### config.mk
export PLATFORM = sky130hd
export DESIGN_NAME = fraction_add_multiply_reduce
export DESIGN_NICKNAME = d
export VERILOG_FILES = /design/src/rtl/core/fama_pkg.sv /design/src/rtl/core/fama_divider.sv /design/src/rtl/core/fraction_add_multiply_reduce.sv
export SDC_FILE = /design/constraint.sdc
export NUM_CORES = 2
export LEC_CHECK = 0
export BUFFER_PORTS_ARGS = -buffer_cell sky130_fd_sc_hd__buf_2
export CAP_MARGIN = 20
export CORE_MARGIN = 2
export CORE_UTILIZATION = 30
export CTS_BUF_LIST = sky130_fd_sc_hd__clkbuf_8
export DETAILED_ROUTE_END_ITERATION = 8
export GPL_TIMING_DRIVEN = 0
export PLACE_DENSITY = 0.41
export SYNTH_ARGS = -nofsm -noshare
export SYNTH_HDL_FRONTEND = slang
export SYNTH_SLANG_ARGS = --single-unit
### constraint.sdc
create_clock -name clk -period 14.54 [get_ports clk]
set_input_delay 0.727 -clock clk [delete_from_list [all_inputs] [get_ports clk]]
set_output_delay 0.727 -clock clk [all_outputs]
set_load 0.03 [all_outputs]
### src/rtl/core/fama_pkg.sv
// package: transaction types and command codes for the fraction unit
package fama_pkg;

  localparam int unsigned InWidth  = 16;
  localparam int unsigned NumWidth = 33;
  localparam int unsigned DenWidth = 31;
  localparam int unsigned MagWidth = 32;

  localparam logic [1:0] CMD_REDUCE = 2'd0;
  localparam logic [1:0] CMD_ADD    = 2'd1;
  localparam logic [1:0] CMD_MUL    = 2'd2;

  typedef struct packed {
    logic [1:0]                command;
    logic signed [InWidth-1:0] first_num;
    logic signed [InWidth-1:0] first_den;
    logic signed [InWidth-1:0] second_num;
    logic signed [InWidth-1:0] second_den;
  } fama_in_t;

  typedef struct packed {
    logic signed [NumWidth-1:0] result_num;
    logic [DenWidth-1:0]        result_den;
    logic                       zero_den_error;
  } fama_out_t;

endpackage

### src/rtl/core/fama_divider.sv
// shared restoring divider: one quotient bit per cycle
module fama_divider (
  input  logic                          clk,
  input  logic                          rst_n,
  input  logic                          start,
  input  logic [fama_pkg::MagWidth-1:0] dividend,
  input  logic [fama_pkg::MagWidth-1:0] divisor,
  output logic                          done,
  output logic [fama_pkg::MagWidth-1:0] quotient,
  output logic [fama_pkg::MagWidth-1:0] remainder
);
  import fama_pkg::*;

  localparam int unsigned CntWidth = $clog2(MagWidth + 1);

  logic [MagWidth-1:0] quo_r, quo_nxt;
  logic [MagWidth-1:0] rem_r, rem_nxt;
  logic [MagWidth-1:0] dvs_r, dvs_nxt;
  logic [CntWidth-1:0] cnt_r, cnt_nxt;
  logic                busy_r, busy_nxt;
  logic                done_r, done_nxt;
  logic [MagWidth:0]   trial;
  logic [MagWidth:0]   shifted;

  // load on start, else one shift and subtract step while busy
  always_comb begin
    quo_nxt  = quo_r;
    rem_nxt  = rem_r;
    dvs_nxt  = dvs_r;
    cnt_nxt  = cnt_r;
    busy_nxt = busy_r;
    done_nxt = 1'b0;
    shifted  = {rem_r, quo_r[MagWidth-1]};
    trial    = shifted - {1'b0, dvs_r};
    if (start) begin
      quo_nxt  = dividend;
      rem_nxt  = '0;
      dvs_nxt  = divisor;
      cnt_nxt  = CntWidth'(MagWidth);
      busy_nxt = 1'b1;
    end else if (busy_r) begin
      if (!trial[MagWidth]) begin
        rem_nxt = trial[MagWidth-1:0];
        quo_nxt = {quo_r[MagWidth-2:0], 1'b1};
      end else begin
        rem_nxt = shifted[MagWidth-1:0];
        quo_nxt = {quo_r[MagWidth-2:0], 1'b0};
      end
      cnt_nxt = cnt_r - 1'b1;
      if (cnt_r == CntWidth'(1)) begin
        busy_nxt = 1'b0;
        done_nxt = 1'b1;
      end
    end
  end

  always_ff @(posedge clk) begin
    if (!rst_n) begin
      busy_r <= 1'b0;
      done_r <= 1'b0;
      cnt_r  <= '0;
    end else begin
      busy_r <= busy_nxt;
      done_r <= done_nxt;
      cnt_r  <= cnt_nxt;
    end
    quo_r <= quo_nxt;
    rem_r <= rem_nxt;
    dvs_r <= dvs_nxt;
  end

  assign done      = done_r;
  assign quotient  = quo_r;
  assign remainder = rem_r;

  // done only follows a running divide
  assert property (@(posedge clk) disable iff (!rst_n) done_r |-> $past(busy_r))
    else $error("divider done without a running divide");
  // a running divide never sees a new start
  assert property (@(posedge clk) disable iff (!rst_n) busy_r |-> !start)
    else $error("divider restarted while busy");
  // counter is zero when idle
  assert property (@(posedge clk) disable iff (!rst_n) !busy_r |-> cnt_r == '0)
    else $error("divider counter left over");

endmodule

### src/rtl/core/fraction_add_multiply_reduce.sv
// top level: fraction reduce, add and multiply with euclid gcd reduction
//
//  channel  direction  handshake          payload
//  in_      input      in_valid/in_stall  fama_in_t
//  out_     output     out_valid/out_stall fama_out_t
//
// one transaction runs the euclid remainder steps and then divides the numerator
// and the denominator by the gcd; the bit-serial divider sets its length.
// reset is synchronous, active low, and clears the sequencer and out_valid.
// in_stall is high while a transaction is in work or its result waits.
// the result register holds until out_stall is low.
module fraction_add_multiply_reduce #(
  parameter int unsigned OPERAND_WIDTH = 16
) (
  input  logic                clk,
  input  logic                rst_n,
  input  logic                in_valid,
  output logic                in_stall,
  input  fama_pkg::fama_in_t  in_data,
  output logic                out_valid,
  input  logic                out_stall,
  output fama_pkg::fama_out_t out_data
);
  import fama_pkg::*;

  localparam int unsigned OpW = (OPERAND_WIDTH < InWidth) ? OPERAND_WIDTH : InWidth;

  typedef enum logic [2:0] {
    S_IDLE, S_MUL, S_SUM, S_GCD, S_DIVN, S_DIVD, S_OUT
  } state_t;

  state_t state_r;
  logic [1:0]                cmd_r;
  logic signed [OpW-1:0]     n1_r, d1_r, n2_r, d2_r;
  logic signed [MagWidth-1:0] p1_r, p2_r, den_r;
  logic [MagWidth-1:0]       a_r, b_r, an_r, ad_r, rn_r;
  logic                      neg_r;
  logic                      out_valid_r;
  fama_out_t                 out_r;

  logic                div_start;
  logic [MagWidth-1:0] div_a, div_b, div_q, div_rem;
  logic                div_done;

  logic signed [MagWidth:0]   num_w;
  logic signed [MagWidth-1:0] den_w;
  logic [MagWidth-1:0]        an_w, ad_w;
  logic signed [NumWidth-1:0] rn_s;

  fama_divider u_div (
    .clk      (clk),
    .rst_n    (rst_n),
    .start    (div_start),
    .dividend (div_a),
    .divisor  (div_b),
    .done     (div_done),
    .quotient (div_q),
    .remainder(div_rem)
  );

  // numerator and denominator after the product step (the first fraction for reduce)
  always_comb begin
    if (cmd_r == CMD_REDUCE) begin
      num_w = (MagWidth+1)'(n1_r);
      den_w = MagWidth'(d1_r);
    end else if (cmd_r == CMD_ADD) begin
      num_w = (MagWidth+1)'(p1_r) + (MagWidth+1)'(p2_r);
      den_w = den_r;
    end else begin
      num_w = (MagWidth+1)'(p1_r);
      den_w = den_r;
    end
    an_w = num_w[MagWidth] ? MagWidth'(-num_w) : num_w[MagWidth-1:0];
    ad_w = den_w[MagWidth-1] ? MagWidth'(-den_w) : den_w;
  end

  // divider start and operands by state
  always_comb begin
    div_start = 1'b0;
    div_a     = a_r;
    div_b     = b_r;
    unique case (state_r)
      S_SUM:   begin
        div_start = (den_w != '0) && (num_w != '0);
        div_a = an_w;
        div_b = ad_w;
      end
      S_GCD:   begin
        div_start = div_done;
        if (div_rem == '0) begin
          // gcd found: divide the numerator by it
          div_a = an_r;
          div_b = b_r;
        end else begin
          div_a = b_r;
          div_b = div_rem;
        end
      end
      S_DIVN:  begin
        div_start = div_done;
        div_a = ad_r;
        div_b = a_r;
      end
      default: ;
    endcase
  end

  assign rn_s = neg_r ? -NumWidth'(rn_r) : NumWidth'(rn_r);

  // sequencer and result register
  always_ff @(posedge clk) begin
    if (!rst_n) begin
      state_r     <= S_IDLE;
      out_valid_r <= 1'b0;
    end else begin
      unique case (state_r)
        S_IDLE: if (in_valid) begin
          cmd_r   <= in_data.command;
          n1_r    <= OpW'(in_data.first_num);
          d1_r    <= OpW'(in_data.first_den);
          n2_r    <= OpW'(in_data.second_num);
          d2_r    <= OpW'(in_data.second_den);
          state_r <= S_MUL;
        end
        S_MUL: begin
          p1_r    <= MagWidth'(n1_r) * (cmd_r[1] ? MagWidth'(n2_r) : MagWidth'(d2_r));
          p2_r    <= MagWidth'(d1_r) * MagWidth'(n2_r);
          den_r   <= MagWidth'(d1_r) * MagWidth'(d2_r);
          state_r <= S_SUM;
        end
        S_SUM: begin
          neg_r <= num_w[MagWidth] != den_w[MagWidth-1];
          an_r  <= an_w;
          ad_r  <= ad_w;
          a_r   <= an_w;
          b_r   <= ad_w;
          if (den_w == '0) begin
            out_r       <= '{result_num: '0, result_den: '0, zero_den_error: 1'b1};
            out_valid_r <= 1'b1;
            state_r     <= S_OUT;
          end else if (num_w == '0) begin
            out_r       <= '{result_num: '0, result_den: DenWidth'(1), zero_den_error: 1'b0};
            out_valid_r <= 1'b1;
            state_r     <= S_OUT;
          end else begin
            state_r <= S_GCD;
          end
        end
        S_GCD: if (div_done) begin
          if (div_rem == '0) begin
            // gcd is b_r: divide the numerator
            a_r     <= b_r;
            state_r <= S_DIVN;
            b_r     <= b_r;
          end else begin
            a_r <= b_r;
            b_r <= div_rem;
          end
        end
        S_DIVN: if (div_done) begin
          rn_r    <= div_q;
          state_r <= S_DIVD;
        end
        S_DIVD: if (div_done) begin
          out_r       <= '{result_num: rn_s, result_den: DenWidth'(div_q),
                           zero_den_error: 1'b0};
          out_valid_r <= 1'b1;
          state_r     <= S_OUT;
        end
        S_OUT: if (!out_stall) begin
          out_valid_r <= 1'b0;
          state_r     <= S_IDLE;
        end
        default: state_r <= S_IDLE;
      endcase
    end
  end

  // the gcd step starts from a_r/b_r, first divide uses an/ad from S_SUM
  assign in_stall  = (state_r != S_IDLE);
  assign out_valid = out_valid_r;
  assign out_data  = out_r;

  // a result is shown only in the output state
  assert property (@(posedge clk) disable iff (!rst_n) out_valid_r |-> state_r == S_OUT)
    else $error("result valid outside output state");
  // a good result always has a nonzero denominator
  assert property (@(posedge clk) disable iff (!rst_n)
      out_valid_r && !out_r.zero_den_error |-> out_r.result_den != '0)
    else $error("zero denominator without error flag");
  // an error result carries zero fields; this checks the numerator
  assert property (@(posedge clk) disable iff (!rst_n)
      out_valid_r && out_r.zero_den_error |-> out_r.result_num == '0)
    else $error("error result with nonzero numerator");

endmodule
**Word level (Yosys, flattened, before mapping)**

Cells that the tools add are included.

- Bits in registers: 496
- Bits in latches: 0
- Bits in writable memories: 0
- ROM bits: 0
- Memories: 0

- Add/subtract/negate cells: 6
- $mul: 3
- Div/mod/pow operators: 0
- Magnitude comparators: 0
- Equal/unequal tests: 16
- Shift-type cells: 0
- Muxes and demuxes: 44
- Bitwise operators: 2
- Reduce and logical (&&, ||, !) cells: 24

Operator list:

| kind | number |
|---|---|
| two-way mux 32 bit | 11 |
| two-way mux 65 bit | 3 |
| case mux 32 bit (3 select lines) | 2 |
| case mux 65 bit (2 select lines) | 1 |
| case mux 32 bit (2 select lines) | 2 |
| two-way mux 33 bit | 3 |
| logical NOT 32 bit | 2 |
| multiplier 16 x 16 -> 32 bit | 2 |
| negation 32 bit | 2 |
| adder 32 x 32 -> 33 bit | 1 |
| logical NOT 33 bit | 1 |
| negation 32 -> 33 bit | 1 |
| nonzero test 33 bit | 1 |
| subtractor 33 x 32 -> 33 bit | 1 |
| multiplier 16 x 32 -> 32 bit | 1 |
| nonzero test 32 bit | 1 |
| two-way mux 3 bit | 8 |
| case mux 3 bit (7 select lines) | 1 |
| two-way mux 6 bit | 2 |
| equality test 3 bit, second input constant | 3 |
| two-way mux 1 bit | 9 |
| AND reduction 3 bit | 3 |
| AND reduction 4 bit | 2 |
| equality test 3 x 2 -> 1 bit, second input constant | 2 |
| other kinds (20) | 30 |

**Longest topological paths before layout**

- Depth after elaboration: 7
- Gate-level depth with buffers: 32
- Depth with buffers taken out: 26

**Hierarchy**

A second synthesis with hierarchy kept.

- Cell total of the unflattened synthesis: 5777
- Area, all modules: 56342.8 um^2

Modules (own cells, without submodules):

| module | times used | cells an instance | area an instance (um^2) | sequential area each (um^2) |
|---|---|---|---|---|
| fraction_add_multiply_reduce | 1 | 5180 | 50299.5 | 11731.3 |
| fama_divider | 1 | 597 | 6043.3 | 2722.6 |

**Worst setup path after synthesis**

Ideal clock, no wire load.

- Path type: reg2reg
- Start point: register state_r[2]
- End point: register den_r[0], enable pin
- Library setup time: 0.787 ns
- Arrival time: 10.098 ns
- Slack: 3.656 ns
- Cell stages (with the launch flop): 5
- Path buffers: 3
- Path through: dfxtp_1 clkbuf_1 clkbuf_1 clkbuf_1 nor4_1

- Cells in the longest elaborated chain, start to end: 2

RTL lines:

| what | RTL line | source |
|---|---|---|
| from (decl) | fraction_add_multiply_reduce.sv:32 | `state_t state_r;` |
| from (signal assigned) | fraction_add_multiply_reduce.sv:113 | `state_r <= S_IDLE;` |
| from (signal assigned) | fraction_add_multiply_reduce.sv:123 | `state_r <= S_MUL;` |
| from (signal assigned) | fraction_add_multiply_reduce.sv:129 | `state_r <= S_SUM;` |
| equality test 3 x 1 -> 1 bit | fraction_add_multiply_reduce.sv:116 | `unique case (state_r)` |
| AND reduction 2 bit (no line) | - |  |
| to (signal assigned) | fraction_add_multiply_reduce.sv:128 | `den_r <= MagWidth'(d1_r) * MagWidth'(d2_r);` |
| to (decl) | fraction_add_multiply_reduce.sv:35 | `logic signed [MagWidth-1:0] p1_r, p2_r, den_r;` |

Every way passes these cells.
A chain may end at the register's enable or synchronous reset.

**Worst setup path after layout**

- Start point: register cmd_r[1]
- End point: register p1_r[31], data pin

- Cells in the longest elaborated chain, start to end: 2

RTL lines:

| what | RTL line | source |
|---|---|---|
| from (decl) | fraction_add_multiply_reduce.sv:33 | `logic [1:0] cmd_r;` |
| from (signal assigned) | fraction_add_multiply_reduce.sv:118 | `cmd_r <= in_data.command;` |
| two-way mux 32 bit | fraction_add_multiply_reduce.sv:126 | `p1_r <= MagWidth'(n1_r) * (cmd_r[1] ? MagWidth'(n2_r) : MagWidth'(d2_r));` |
| multiplier 16 x 32 -> 32 bit | fraction_add_multiply_reduce.sv:126 |  |
| to (signal assigned) | fraction_add_multiply_reduce.sv:126 |  |
| to (decl) | fraction_add_multiply_reduce.sv:35 |  |

Every way passes these cells.

==> reports/metrics.csv <==
stage;metric;value;unit
die;die_area;190000;sq um
synthesis;synth-seq-cells;496;
timing;worst_slew_pin_slew;1.07;ns
synthesis;avgSynthCellArea;9.79;sq um
detailed_routing;dr.pass1.iters;7;
timing;min_period;10.77;ns
detailed_routing;drc;0;
die;die_w;436;um
synthesis;syn_nets;6885;
clocking;cts-resized-gates;0;
clocking;cts_buffer_depth;3;
hold_path;hold_class;input port to flop;
clocking;clock_latency;0.85;ns
global_routing;grt_pass1_vias;44000;
synthesis;synthDistinctLibCells;96;
place;place_area;60200;sq um
die;start_util;30.2;%
worst_setup_path;reg2reg_to;p1_r[31];
synthesis;synth_area_leaders;fa_1 28%, edfxtp_1 24%, ha_1 7.0%, inv_1 6.7%, nand2_1 4.1%;
synthesis;async_flop_share;0;%
global_routing;grt_max_degree;47;
worst_setup_path;path_max_fanout;10;
synthesis;syn_inst;5712;
layout;fin_nets;7192;
timing;slew_violations;0;
worst_setup_path;crit_cells;31;
worst_setup_path;slowest_delay;0.93;ns
worst_setup_path;path_buf_inv;11;
synthesis;syn_area;55900;sq um
clocking;tritoncts;done;
run;max_cap_violations;0;
detailed_routing;ant_nets;0;
synthesis;ys.flop_type;edfxtp_1;
global_routing;antenna_found_initial;24;
timing;fin_crit_sh;74.1;%
worst_setup_path;critPathLaunch;cmd_r[1];
layout;drive_gt1_share;7.01;%
worst_setup_path;crit_arrival;11.32;ns
place;port_buffers;136;
detailed_routing;wl;197;mm
timing;hold_viol_final;0;
synthesis;yosysTopAreaCellShare;28.2;%
clocking;post_cts_buffers;0;
detailed_routing;drt_iter0_drc;2960;
detailed_routing;num_vias;42400;
timing;setup_viol;0;
global_routing;grtUsageTotal;20.8;%
timing;rsz0062_at_grt;false;
synthesis;yosys_warnings;0;
die;rows;158;
die;die_h;436;um
clocking;cts.sinks;496;
timing;slew_headroom;28.2;%
worst_setup_path;crit_family;buffers and inverters;
clocking;root_buffer;clkbuf_8;
synthesis;seq_area_frac_synth;25.8;%
timing;fmax;0.0928;GHz
synthesis;synth-edff-count;452;
clocking;cts_made_buffers;101;
worst_setup_path;critPathCaptureType;flop;
global_routing;grt_remaining_overflow;0;
worst_setup_path;critPathLaunchType;flop;
detailed_routing;routedWlPerCell;22.9;um
worst_setup_path;slowest_stage;fa_1;
worst_setup_path;cp.required;15.08;ns
clocking;path_clk_slew;0.06;ns
worst_setup_path;path_common_cell;fa_1;
layout;finalInstanceArea;62500;sq um
place;place_hpwl;160;mm
clocking;cts_hold_buf;33;
worst_setup_path;crit_type;flop to flop;
timing;skew;0.0580;ns
place;globalplace.congestion;0.925;
die;core;185000;sq um
detailed_routing;via_per_inst;4.94;
layout;syn_to_final_growth;11.7;%
worst_setup_path;reg2reg_depth;31;
status;outcome;finished clean;
worst_setup_path;critPathCapture;p1_r[31];
worst_setup_path;worst-r2r-setup-slack;3.77;ns
global_routing;grt_pass1_wl;294;mm
worst_setup_path;r2r_start;cmd_r[1];
synthesis;synth_top_area_cell;fa_1;
clocking;htreeDepth;3;
die;io-pin-count;137;
[cells in the final DEF, fill, tap and decap left out, types with 26 or more instances in the layout]
| cell | instances |
|---|---|
| edfxtp_1 | 452 |
| o21a_1 | 31 |
| and3_1 | 37 |
| o21bai_1 | 27 |
| dfxtp_1 | 44 |
| xnor2_1 | 161 |
| buf_2 | 145 |
| clkinv_1 | 26 |
| mux2i_1 | 82 |
| mux2_2 | 43 |
| nand3_1 | 34 |
| inv_1 | 1027 |
| xor2_1 | 78 |
| a211oi_1 | 45 |
| nor2_1 | 331 |
| nand2b_1 | 46 |
| a21o_1 | 47 |
| nand2_1 | 617 |
| fa_1 | 788 |
| dlygate4sd3_1 | 33 |
| nor3_1 | 59 |
| ha_1 | 315 |
| a221oi_1 | 27 |
| and2_1 | 342 |
| a21oi_1 | 206 |
| o22ai_1 | 42 |
| o21ai_0 | 191 |
| clkbuf_1 | 229 |
| clkbuf_8 | 109 |
| nor2b_1 | 37 |
[sequential cells by signal (all words and copies together) (netlist names), 2 cells and up]
signal / cells
u_div.cnt_r: 6
state_r: 3
n1_r: 16
u_div.quotient: 32
b_r: 32
den_r: 32
d2_r: 16
rn_r: 32
d1_r: 16
out_data: 65
p1_r: 32
cmd_r: 2
n2_r: 16
a_r: 32
u_div.remainder: 32
u_div.dvs_r: 32
an_r: 32
p2_r: 32
ad_r: 32
[layout make-up]
| type | count | area (sq um) |
|---|---|---|
| clock inverter | 79 | 455 |
| fill | 19600 | 123000 |
| multi-input combinational | 3958 | 36800 |
| inverter | 996 | 3740 |
| clock buffer | 109 | 1500 |
| buffer | 262 | 1050 |
| timing repair buffer | 204 | 1440 |
| antenna | 9 | 22.5 |
| sequential | 496 | 14500 |
| tap | 2480 | 3100 |
[cells in the mapped netlist (all sizes together), types with 15 or more instances]
| master | n |
|---|---|
| fa | 788 |
| o21a | 31 |
| nand3 | 34 |
| mux2 | 50 |
| nand4 | 16 |
| nand2b | 46 |
| o21ai | 202 |
| o211ai | 20 |
| a21o | 47 |
| o21bai | 28 |
| or3 | 21 |
| o22ai | 43 |
| xnor2 | 161 |
| dfxtp | 44 |
| o31ai | 24 |
| mux2i | 83 |
| nor3 | 61 |
| nor2 | 334 |
| a31oi | 20 |
| clkbuf | 229 |
| a222oi | 16 |
| edfxtp | 452 |
| buf | 33 |
| a211oi | 60 |
| or2 | 17 |
| nor2b | 37 |
| and2 | 343 |
| a22oi | 15 |
| xor2 | 78 |
| a21oi | 207 |
| and3 | 37 |
| ha | 315 |
| nand2 | 617 |
| inv | 995 |
| nor4 | 26 |
| a221oi | 29 |
[metrics by stage]
stage / setup TNS (ns) / utilization (%) / hold slack (ns) / std cells / worst slack, ns
floorplan: 0 / - / 0.426 / 5712 / 3.66
finish: 0 / 33.7 / 0.0977 / 8593 / 3.77
global placement: -300.61 / 32.2 / 0.435 / 8328 / -3.15
detailed placement: 0 / 32.5 / 0.434 / 8363 / 3.78
global route: 0 / 33.7 / 0.0392 / 8586 / 2.95
CTS: 0 / 33.7 / 0.00450 / 8584 / 3.75
[worst min path at each step]
stage                             from       end  slack (ns)  cells after the start
floorplan           u_div.quotient[10]  rn_r[10]        0.43                      0
global placement    u_div.quotient[24]  rn_r[24]        0.44                      0
detailed placement  u_div.quotient[24]  rn_r[24]        0.43                      0
CTS                        in_data[55]   n1_r[7]       0.004                      1
global route               in_data[55]   n1_r[7]        0.04                      1
finish                     in_data[21]   n2_r[5]         0.1                      1
[metal layers]
layer | vias to the layer above | track usage, % | wire length [um]
met3 | 248 | 2.38 | 9350
li1 | 19200 | - | -
met2 | 1141 | 35.4 | 94900
met1 | 21800 | 28.1 | 87200
met5 | - | 0 | 27
met4 | 4 | 5.23 | 5280
[logic make-up (layout without fill, tap and decap cells)]
family / Yosys count / after routing / share of synthesized area, %
AO/OA/AOI/OAI: 849 / 849 / 10.1
buffers and inverters: 1258 / 1650 / 8.55
AND/OR/NAND/NOR: 1634 / 1634 / 14.0
multiplexers: 133 / 133 / 2.49
XOR/XNOR: 239 / 239 / 3.74
other: 0 / 9 / 0
flip-flops: 496 / 496 / 25.8
adder cells (fa/ha/maj): 1103 / 1103 / 35.2
Power is left out: the tool's default activity adds up to more than one toggle a clock period on the data nets, which glitch-free logic cannot reach.
